[config.mk]
export PLATFORM = sky130hd
export DESIGN_NAME = sparse_tile_walker
export DESIGN_NICKNAME = d
export VERILOG_FILES = /design/src/sv/stw_pkg.sv /design/src/sv/stw_step.sv /design/src/sv/sparse_tile_walker.sv
export SDC_FILE = /design/constraint.sdc
export NUM_CORES = 1
export LEC_CHECK = 0
export BUFFER_PORTS_ARGS = -buffer_cell sky130_fd_sc_hd__buf_2
export CORE_ASPECT_RATIO = 1.75
export CORE_MARGIN = 2
export CORE_UTILIZATION = 40
export CTS_CLUSTER_DIAMETER = 50
export DETAILED_ROUTE_END_ITERATION = 8
export PLACE_DENSITY_LB_ADDON = 0.25
export SETUP_SLACK_MARGIN = 0.5
export SLEW_MARGIN = 25
export SYNTH_ARGS = -nofsm -noshare
export SYNTH_HDL_FRONTEND = slang
export SYNTH_SLANG_ARGS = --single-unit
[constraint.sdc]
create_clock -name clk -period 8.34 [get_ports clk]
set_input_delay 2.502 -clock clk [delete_from_list [all_inputs] [get_ports clk]]
set_output_delay 2.502 -clock clk [all_outputs]
set_load 0.005 [all_outputs]
[src/sv/stw_pkg.sv]
// package for the sparse tile walker: field widths, register indexes and shared types
package stw_pkg;

    localparam int IMG_W  = 15;
    localparam int LVL_W  = 4;
    localparam int OFF_W  = 14;
    localparam int EXT_W  = 15;
    localparam int CIDX_W = 3;

    typedef enum logic [CIDX_W-1:0] {
        REG_IMAGE_WIDTH  = 3'd0,
        REG_IMAGE_HEIGHT = 3'd1,
        REG_IMAGE_DEPTH  = 3'd2,
        REG_TILE_WIDTH   = 3'd3,
        REG_TILE_HEIGHT  = 3'd4,
        REG_TILE_DEPTH   = 3'd5,
        REG_TAIL_LEVEL   = 3'd6,
        REG_UNUSED       = 3'd7
    } reg_idx_t;

    typedef struct packed {
        logic [IMG_W-1:0] image_width;
        logic [IMG_W-1:0] image_height;
        logic [IMG_W-1:0] image_depth;
        logic [IMG_W-1:0] tile_width;
        logic [IMG_W-1:0] tile_height;
        logic [IMG_W-1:0] tile_depth;
        logic [LVL_W-1:0] tail_first_level;
    } cfg_t;

    typedef struct packed {
        logic             valid_res;
        logic [LVL_W-1:0] mip_level;
        logic [OFF_W-1:0] offset_x;
        logic [OFF_W-1:0] offset_y;
        logic [OFF_W-1:0] offset_z;
        logic [EXT_W-1:0] extent_x;
        logic [EXT_W-1:0] extent_y;
        logic [EXT_W-1:0] extent_z;
        logic             last;
    } tile_t;

endpackage

[src/sv/stw_step.sv]
// one walk step: tile of the current position and the position that follows it
module stw_step #(
    parameter int COORD_BITS = 14
) (
    input  logic                     restart,
    input  stw_pkg::cfg_t            cfg,
    input  logic [stw_pkg::LVL_W-1:0] cur_level,
    input  logic [COORD_BITS-1:0]    pos_x,
    input  logic [COORD_BITS-1:0]    pos_y,
    input  logic [COORD_BITS-1:0]    pos_z,
    input  logic                     walk_done,
    output stw_pkg::tile_t           tile,
    output logic [stw_pkg::LVL_W-1:0] level_next,
    output logic [COORD_BITS-1:0]    pos_x_next,
    output logic [COORD_BITS-1:0]    pos_y_next,
    output logic [COORD_BITS-1:0]    pos_z_next,
    output logic                     done_next
);
    import stw_pkg::*;

    localparam int SUM_W = ((COORD_BITS > IMG_W) ? COORD_BITS : IMG_W) + 1;

    logic [LVL_W-1:0]      start_level;
    logic                  start_done;
    logic                  stop;
    logic                  last_level;
    logic [IMG_W-1:0]      img   [3];
    logic [IMG_W-1:0]      tcfg  [3];
    logic [COORD_BITS-1:0] pos   [3];
    logic [IMG_W-1:0]      shr   [3];
    logic [IMG_W-1:0]      lsz   [3];
    logic [IMG_W-1:0]      tsz   [3];
    logic [SUM_W-1:0]      sum   [3];
    logic [SUM_W-1:0]      ext   [3];
    logic                  hit   [3];
    logic [COORD_BITS-1:0] adv   [3];

    assign img[0]  = cfg.image_width;
    assign img[1]  = cfg.image_height;
    assign img[2]  = cfg.image_depth;
    assign tcfg[0] = cfg.tile_width;
    assign tcfg[1] = cfg.tile_height;
    assign tcfg[2] = cfg.tile_depth;

    always_comb
    begin
        start_level = restart ? '0 : cur_level;
        start_done  = restart ? (cfg.tail_first_level == '0) : walk_done;
        pos[0]      = restart ? '0 : pos_x;
        pos[1]      = restart ? '0 : pos_y;
        pos[2]      = restart ? '0 : pos_z;
        stop        = start_done || (start_level >= cfg.tail_first_level);
        last_level  = ({1'b0, start_level} + {{LVL_W{1'b0}}, 1'b1})
                      >= {1'b0, cfg.tail_first_level};
    end

    // per axis: level extent with floor, edge test, clipped extent
    always_comb
    begin
        for (int a = 0; a < 3; a++)
        begin
            shr[a] = img[a] >> start_level;
            lsz[a] = (shr[a] == '0) ? IMG_W'(1) : shr[a];
            tsz[a] = (tcfg[a] == '0) ? IMG_W'(1) : tcfg[a];
            sum[a] = SUM_W'(pos[a]) + SUM_W'(tsz[a]);
            hit[a] = sum[a] >= SUM_W'(lsz[a]);
            ext[a] = hit[a] ? (SUM_W'(lsz[a]) - SUM_W'(pos[a])) : SUM_W'(tsz[a]);
            adv[a] = sum[a][COORD_BITS-1:0];
        end
    end

    always_comb
    begin
        tile       = '0;
        level_next = start_level;
        pos_x_next = pos[0];
        pos_y_next = pos[1];
        pos_z_next = pos[2];
        done_next  = 1'b1;
        if (!stop)
        begin
            tile.valid_res = 1'b1;
            tile.mip_level = start_level;
            tile.offset_x  = OFF_W'(pos[0]);
            tile.offset_y  = OFF_W'(pos[1]);
            tile.offset_z  = OFF_W'(pos[2]);
            tile.extent_x  = ext[0][EXT_W-1:0];
            tile.extent_y  = ext[1][EXT_W-1:0];
            tile.extent_z  = ext[2][EXT_W-1:0];
            tile.last      = hit[0] && hit[1] && hit[2] && last_level;
            done_next      = 1'b0;
            if (!hit[0])
            begin
                pos_x_next = adv[0];
            end
            else
            begin
                pos_x_next = '0;
                if (!hit[1])
                begin
                    pos_y_next = adv[1];
                end
                else
                begin
                    pos_y_next = '0;
                    if (!hit[2])
                    begin
                        pos_z_next = adv[2];
                    end
                    else
                    begin
                        pos_z_next = '0;
                        if (last_level)
                        begin
                            done_next = 1'b1;
                        end
                        else
                        begin
                            level_next = start_level + LVL_W'(1);
                        end
                    end
                end
            end
        end
    end

endmodule

[src/sv/sparse_tile_walker.sv]
// top level of the sparse tile walker: config registers, walk state and result buffer
//
// channel   direction  handshake               payload
// req       in         req_valid / req_stall   restart
// res       out        res_valid / res_stall   valid_res, mip_level, offset_*, extent_*, last
// cfg       in         cfg_valid / cfg_ready   cfg_index, cfg_data
//
// one request per cycle while req_stall is low; the tile is computed combinationally from
// the walk state and registered in the result buffer when the request is accepted
// reset clears walk state (walk finished) and loads register defaults
// a two-entry result buffer lets one more request in while a result is stalled
module sparse_tile_walker #(
    parameter int COORD_BITS = 14
) (
    input  logic                       clk,
    input  logic                       rst_n,
    input  logic                       req_valid,
    output logic                       req_stall,
    input  logic                       restart,
    output logic                       res_valid,
    input  logic                       res_stall,
    output logic                       valid_res,
    output logic [stw_pkg::LVL_W-1:0]  mip_level,
    output logic [stw_pkg::OFF_W-1:0]  offset_x,
    output logic [stw_pkg::OFF_W-1:0]  offset_y,
    output logic [stw_pkg::OFF_W-1:0]  offset_z,
    output logic [stw_pkg::EXT_W-1:0]  extent_x,
    output logic [stw_pkg::EXT_W-1:0]  extent_y,
    output logic [stw_pkg::EXT_W-1:0]  extent_z,
    output logic                       last,
    input  logic                       cfg_valid,
    output logic                       cfg_ready,
    input  logic [stw_pkg::CIDX_W-1:0] cfg_index,
    input  logic [stw_pkg::IMG_W-1:0]  cfg_data
);
    import stw_pkg::*;

    cfg_t                  cfg_reg;
    logic [LVL_W-1:0]      level_reg;
    logic [COORD_BITS-1:0] pos_x_reg;
    logic [COORD_BITS-1:0] pos_y_reg;
    logic [COORD_BITS-1:0] pos_z_reg;
    logic                  done_reg;

    logic [LVL_W-1:0]      level_next;
    logic [COORD_BITS-1:0] pos_x_next;
    logic [COORD_BITS-1:0] pos_y_next;
    logic [COORD_BITS-1:0] pos_z_next;
    logic                  done_next;
    tile_t                 tile;

    tile_t                 out_tile_reg;
    tile_t                 skid_tile_reg;
    logic                  out_full_reg;
    logic                  skid_full_reg;

    logic                  req_take;
    logic                  res_take;

    assign cfg_ready = 1'b1;
    assign req_stall = skid_full_reg;
    assign req_take  = req_valid && !skid_full_reg;
    assign res_valid = out_full_reg;
    assign res_take  = out_full_reg && !res_stall;

    assign valid_res = out_tile_reg.valid_res;
    assign mip_level = out_tile_reg.mip_level;
    assign offset_x  = out_tile_reg.offset_x;
    assign offset_y  = out_tile_reg.offset_y;
    assign offset_z  = out_tile_reg.offset_z;
    assign extent_x  = out_tile_reg.extent_x;
    assign extent_y  = out_tile_reg.extent_y;
    assign extent_z  = out_tile_reg.extent_z;
    assign last      = out_tile_reg.last;

    stw_step #(
        .COORD_BITS(COORD_BITS)
    ) u_step (
        .restart    (restart),
        .cfg        (cfg_reg),
        .cur_level  (level_reg),
        .pos_x      (pos_x_reg),
        .pos_y      (pos_y_reg),
        .pos_z      (pos_z_reg),
        .walk_done  (done_reg),
        .tile       (tile),
        .level_next (level_next),
        .pos_x_next (pos_x_next),
        .pos_y_next (pos_y_next),
        .pos_z_next (pos_z_next),
        .done_next  (done_next)
    );

    // register writes
    always_ff @(posedge clk or negedge rst_n)
    begin
        if (!rst_n)
        begin
            cfg_reg.image_width      <= IMG_W'(1);
            cfg_reg.image_height     <= IMG_W'(1);
            cfg_reg.image_depth      <= IMG_W'(1);
            cfg_reg.tile_width       <= IMG_W'(1);
            cfg_reg.tile_height      <= IMG_W'(1);
            cfg_reg.tile_depth       <= IMG_W'(1);
            cfg_reg.tail_first_level <= '0;
        end
        else if (cfg_valid && cfg_ready)
        begin
            unique case (reg_idx_t'(cfg_index))
                REG_IMAGE_WIDTH:  cfg_reg.image_width      <= cfg_data;
                REG_IMAGE_HEIGHT: cfg_reg.image_height     <= cfg_data;
                REG_IMAGE_DEPTH:  cfg_reg.image_depth      <= cfg_data;
                REG_TILE_WIDTH:   cfg_reg.tile_width       <= cfg_data;
                REG_TILE_HEIGHT:  cfg_reg.tile_height      <= cfg_data;
                REG_TILE_DEPTH:   cfg_reg.tile_depth       <= cfg_data;
                REG_TAIL_LEVEL:   cfg_reg.tail_first_level <= cfg_data[LVL_W-1:0];
                default:          ;
            endcase
        end
    end

    // walk state
    always_ff @(posedge clk or negedge rst_n)
    begin
        if (!rst_n)
        begin
            level_reg <= '0;
            pos_x_reg <= '0;
            pos_y_reg <= '0;
            pos_z_reg <= '0;
            done_reg  <= 1'b1;
        end
        else if (req_take)
        begin
            level_reg <= level_next;
            pos_x_reg <= pos_x_next;
            pos_y_reg <= pos_y_next;
            pos_z_reg <= pos_z_next;
            done_reg  <= done_next;
        end
    end

    // result buffer control
    always_ff @(posedge clk or negedge rst_n)
    begin
        if (!rst_n)
        begin
            out_full_reg  <= 1'b0;
            skid_full_reg <= 1'b0;
        end
        else
        begin
            if (!out_full_reg || res_take)
            begin
                out_full_reg  <= skid_full_reg || req_take;
                skid_full_reg <= 1'b0;
            end
            else if (req_take)
            begin
                skid_full_reg <= 1'b1;
            end
        end
    end

    // result buffer payload
    always_ff @(posedge clk)
    begin
        if (!out_full_reg || res_take)
        begin
            out_tile_reg <= skid_full_reg ? skid_tile_reg : tile;
        end
        if (out_full_reg && !res_take && req_take)
        begin
            skid_tile_reg <= tile;
        end
    end

endmodule

# Word level (Yosys, flattened, before mapping)
# Index checks and enable logic that the tools add are counted.
# op_classes
add_sub_neg	8
n_lt_le_gt_ge	5
n_eq_ne	6
shifts	3
n_mux	37
n_reduce_logical	30
# op_table
operator	count
$mux 93	2
$mux 14	12
$mux 15	9
$logic_not 15->1	6
$add 14x15->16	3
$ge 16x15->1	3
$shr 15x4->15	3
$sub 15x14->15	3
$mux 4	6
$reduce_and 2->1	7
$eq 3x3->1 const B	3
$mux 1	8
$logic_and 1x1->1	7
$eq 3x2->1 const B	2
$add 4x1->5 const B	1
$ge 5x4->1	1
$add 4x1->4 const B	1
$ge 4x4->1	1
$logic_not 1->1	4
$logic_not 4->1	1
$eq 3x1->1 const B	1
$logic_not 3->1	1
$logic_or 1x1->1	3
$reduce_bool 2->1	1
# totals
reg_bits	329
inputBits	24
out_inout_bits	96
wordCells	121

# Logic depth before layout (Yosys ltp)
# logic_depth
depth_word	10
ltp_mapped	26
ltp_nobuf	23

# Modules after synthesis
# Synthesis repeated with hierarchy kept, for this count alone.
# hier_totals
hier_cells	1932
hier_area_um2	21435.6
# modules_own_cells
module	instances	cells_per_inst	area_per_inst_um2	seq_area_each_um2
sparse_tile_walker	1	604	12219.2	9172.5
stw_step	1	1328	9216.3	0.0

# Worst setup path before layout
# No wires, ideal clock.
# synth_path
path_kind	input-to-reg
start	input port res_stall
end	register skid_tile_reg[0] in the netlist's numbering, enable pin
arrival_ps	8757
required_time_ps	7794
setup_slack_ps	-963
cell_stages	2
path_buffers	0
path_cell_list	nand2_1 > nor2_1
# synth_via
elab_chain_cells	5
# synth_lines
item	line	text
start, declared	sparse_tile_walker.sv:21	input logic res_stall,
$logic_not 1->1	sparse_tile_walker.sv:64	assign res_take = out_full_reg && !res_stall;
$logic_and 1x1->1	sparse_tile_walker.sv:64	
$logic_not 1->1	sparse_tile_walker.sv:172	if (out_full_reg && !res_take && req_take)
$logic_and 1x1->1 (2 in series)	sparse_tile_walker.sv:172	
end signal, assigned	sparse_tile_walker.sv:174	skid_tile_reg <= tile;
end, declared	sparse_tile_walker.sv:53	tile_t skid_tile_reg;
# No other way between the ends.
# A chain may end at the register's enable or synchronous reset.

# Worst setup path in the final report
# layout_path
start	input port restart
end	register pos_z_reg[8]
# layout_via
elab_chain_cells	9
# layout_lines
item	line	text
start, declared	sparse_tile_walker.sv:19	input logic restart,
$mux 4	stw_step.sv:47	start_level = restart ? '0 : cur_level;
$shr 15x4->15	stw_step.sv:62	shr[a] = img[a] >> start_level;
$logic_not 15->1	stw_step.sv:63	lsz[a] = (shr[a] == '0) ? IMG_W'(1) : shr[a];
$mux 15	stw_step.sv:63	
$ge 16x15->1	stw_step.sv:66	hit[a] = sum[a] >= SUM_W'(lsz[a]);
$mux 14	stw_step.sv:106	if (!hit[2])
$mux 14	stw_step.sv:99	if (!hit[1])
$mux 14	stw_step.sv:92	if (!hit[0])
$mux 14 (*)	stw_step.sv:80	if (!stop)
end signal, assigned	sparse_tile_walker.sv:138	pos_z_reg <= pos_z_next;
end, declared	sparse_tile_walker.sv:42	logic [COORD_BITS-1:0] pos_z_reg;
# Mark *: on every way between the ends. The rest lies on a longest branch, timed or not.

==> reports/qor.csv <==
stage;metric;value;unit
outcome;status;completed;
worst_setup_path;Arr. time, crit path;7.85;ns
floorplanning;Die Span Y;301.6;µm
worst_hold_path;Hold Path Class;reg2reg;
final_layout;P&R area growth vs syn;12.78;%
global_routing;grt ovf;0;
synthesis;Yosys top cell by area;edfxtp_1;
worst_setup_path;Worst Setup Path Type;in2reg;
placement;Final Wtd Congestion;0.9270;
synthesis;post-synth cell types;81;
floorplanning;area of the die;52500;µm²
synthesis;Yosys top cell area share;27.59;%
synthesis;Synth area leaders;edfxtp_1 (28%), dfrtp_1 (17%), ha_1 (8.2%);
final_layout;cell area after layout;22830;µm²
placement;Port Buf Inserts;118;
synthesis;Syn Area/Cell;10.25;µm²
placement;post-placement cell area;21730;µm²
synthesis;sequential share of the synthesized area;45.30;%
worst_setup_path;CP Max Fanout;21;
floorplanning;IO Count;120;
routing;ANT nets after route;0;
global_routing;met3 GRT Util;2.358;%
final_layout;Antenna diodes;0;
clock_tree;Clock Tree Buf Depth;3;
synthesis;synth warn;0;
floorplanning;die span in x;174.1;µm
power_and_ir_drop;power density cells;360.1;nW/µm²
clock_tree;root buffer cell;clkbuf_16;
clock_tree;CTS tree;yes;
clock_tree;H-tree Lvls;2;
worst_setup_path;CP Launch Type;primary input;
routing;DRC violations left;0;
timing;Slew HR;32.26;%
worst_setup_path;Worst EP required;8.75;ns
global_routing;initial antenna violation count;0;
global_routing;met2 usage;45.16;%
global_routing;GRT Max-Usage Layer;met2;
power_and_ir_drop;peak supply drop;191.6;µV
synthesis;Primary FF master, synth;edfxtp_1;
synthesis;Post-synth EDFFs;186;
timing;Fin Clk Skew;0.02241;ns
clock_tree;CTS clk-pin slew, worst paths;0.06;ns
routing;final wirelength;61440;µm
routing;routed via count;15370;
timing;Max Clock Freq;134.4;MHz
routing;drt first pass iters;6;
final_layout;max FFs per register;94;
synthesis;Gate Count Post-Synth;1976;
global_routing;largest net degree at the start of global routing;93;
routing;DR vias/cell;5.580;
global_routing;GRT Util Overall;23.50;%
floorplanning;row count;109;
timing;Slew @ Worst Pin;1.013;ns
run;max-cap violations;0;
synthesis;Async SR Flop Fraction;43.47;%
floorplanning;core area;50320;µm²
timing;final setup TNS;0;ns
floorplanning;Initial Util;40.23;%
power_and_ir_drop;leakage;10.09;nW
clock_tree;Clock Latency Late Sink;0.54;ns
timing;RSZ-0062 raised after global routing;no;
routing;DR iter-0 viols;999;
final_layout;Final #Nets;2225;
final_layout;Util after Layout;45.37;%
routing;WL/cell;22.31;µm
timing;Finish-stage setup viols;0;
worst_setup_path;Setup crit end kind;register;
timing;final hold vios;0;
placement;hpwl dp;46430;µm
timing;Min Clock Period, post-route;7.442;ns
synthesis;syn nets;2138;
timing;Max Slew Vio Count;0;
global_routing;met1 GRT Util;25.21;%
global_routing;vias in the first global route;15670;
synthesis;Yosys reg bits;329;
timing;Tcrit/Tclk final;89.23;%
final_layout;share of cells above drive strength 1;18.30;%
global_routing;first-pass GRT wire length;94380;µm
clock_tree;Inserted Clock Buffers;34;
timing;worst hold margin;0.5063;ns
clock_tree;clock net sink count;329;
synthesis;Netlist Area Pre-Place;20250;µm²
## path summary, 6_finish.rpt
kind                       depth (start not counted)  slack (ns)         start            to
setup / recovery                                  22        0.90       restart  pos_z_reg[8]
hold / removal                                     1        0.51  pos_y_reg[5]  pos_y_reg[5]
setup reg to reg                                  23        1.87   cfg_reg[38]  pos_z_reg[8]
hold reg to reg                                    1        0.51  pos_y_reg[5]  pos_y_reg[5]
max in group asynchronous                          2        4.97         rst_n   cfg_reg[23]
min in group asynchronous                          1        2.09         rst_n   cfg_reg[84]
## through the flow
stage	total power [mW]	std cells	worst slack, ns
after CTS	8.256	2754	0.7602
after detailed placement	6.723	2693	0.2103
final	8.222	2754	0.8983
after global routing	8.818	2754	0.5002
after global placement	6.646	2693	0.2748
after floorplan	5.355	1976	0.6882
## where the power goes
group          switching [mW]  total (mW)  internal, mW
combinational            2.49        4.21          1.72
sequential              0.268        2.50          2.23
clock                   0.652        1.51         0.856
## final cells by class
class	count	area [µm²]
fill	4762	27490
tap	666	833.3
multi-input combinational	1404	10180
clock buffer	46	937.1
timing repair buffer	184	1155
clock inverter	15	137.6
sequential	329	9176
inverter	110	416.7
## synthesized netlist by cell type (10+ instances only)
master / instances
mux2_2: 96
mux2i_1: 84
a21oi_1: 95
edfxtp_1: 186
nor3_1: 25
o21ai_0: 70
xor2_1: 26
a31oi_1: 14
nand2_1: 194
a21o_1: 31
a22o_1: 46
clkbuf_1: 86
ha_1: 132
nor2_1: 163
o21a_1: 12
xnor2_1: 49
nand2b_1: 48
o31ai_1: 61
buf_1: 11
inv_1: 102
a211oi_1: 15
and3_1: 18
nand3_1: 28
nor4_1: 18
dfrtp_1: 136
nor2b_1: 22
buf_2: 28
and2_1: 10
## layout by cell type, fill, tap and decap left out, types with 18 or more instances in the layout
cell type  synthesis  routed
nor3_1            25      22
o21ai_0           70      70
edfxtp_1         186     186
nor2_1           163     162
nand2_1          194     192
mux2_2            96      96
o31ai_1           61      61
nand3_1           28      28
a22o_1            46      46
buf_4              6      61
nand2b_1          48      47
xnor2_1           49      49
nor2b_1           22      22
dfrtp_1          136     135
mux2i_1           84      84
a21o_1            31      31
buf_2             28     117
a21oi_1           95      95
inv_1            102     102
xor2_1            26      26
nor4_1            18      18
clkbuf_16          0      35
ha_1             132     132
## critical path: stages
cell       delay [ns]
buf_2            0.16
nor2b_1          0.08
ha_1             0.22
fa_1             0.49
a31oi_1          0.23
o211ai_2         0.14
maj3_2           0.31
maj3_2           0.36
a21o_1           0.19
nand2_1          0.09
a21oi_1          0.08
xor2_1           0.17
ha_1             0.32
a21oi_1          0.15
nor2b_1          0.06
a2111oi_0        0.53
o211ai_1         0.18
a211oi_1         0.49
o21a_4           0.37
a311oi_1         0.13
and3_2           0.36
a22o_1           0.21
## repair_timing
item / CTS / global route
resized for setup: 0 / 6
hold buffers: 0 / 0
buffers inserted: 0 / 0
endpoints found under the setup margin: 0 / 39
## cell families (layout without fill, tap and decap cells)
logic type | Yosys count | count (layout) | synth area share [%]
adder cells (fa/ha/maj) | 147 | 147 | 9.220
XOR/XNOR | 75 | 75 | 3.244
other | 1 | 1 | 0.01852
AO/OA/AOI/OAI | 430 | 430 | 14.62
multiplexers | 181 | 181 | 9.603
AND/OR/NAND/NOR | 570 | 570 | 13.13
flip-flops | 329 | 329 | 45.30
buffers and inverters | 243 | 355 | 4.863
## routing by layer
metal  share of wire [%]  wire [µm]
met5                   0          0
met4                 5.6       3465
met3                 3.8       2316
met2                  54      32930
met1                  37      22730
Note: power is estimated with default switching activity, not from simulation.
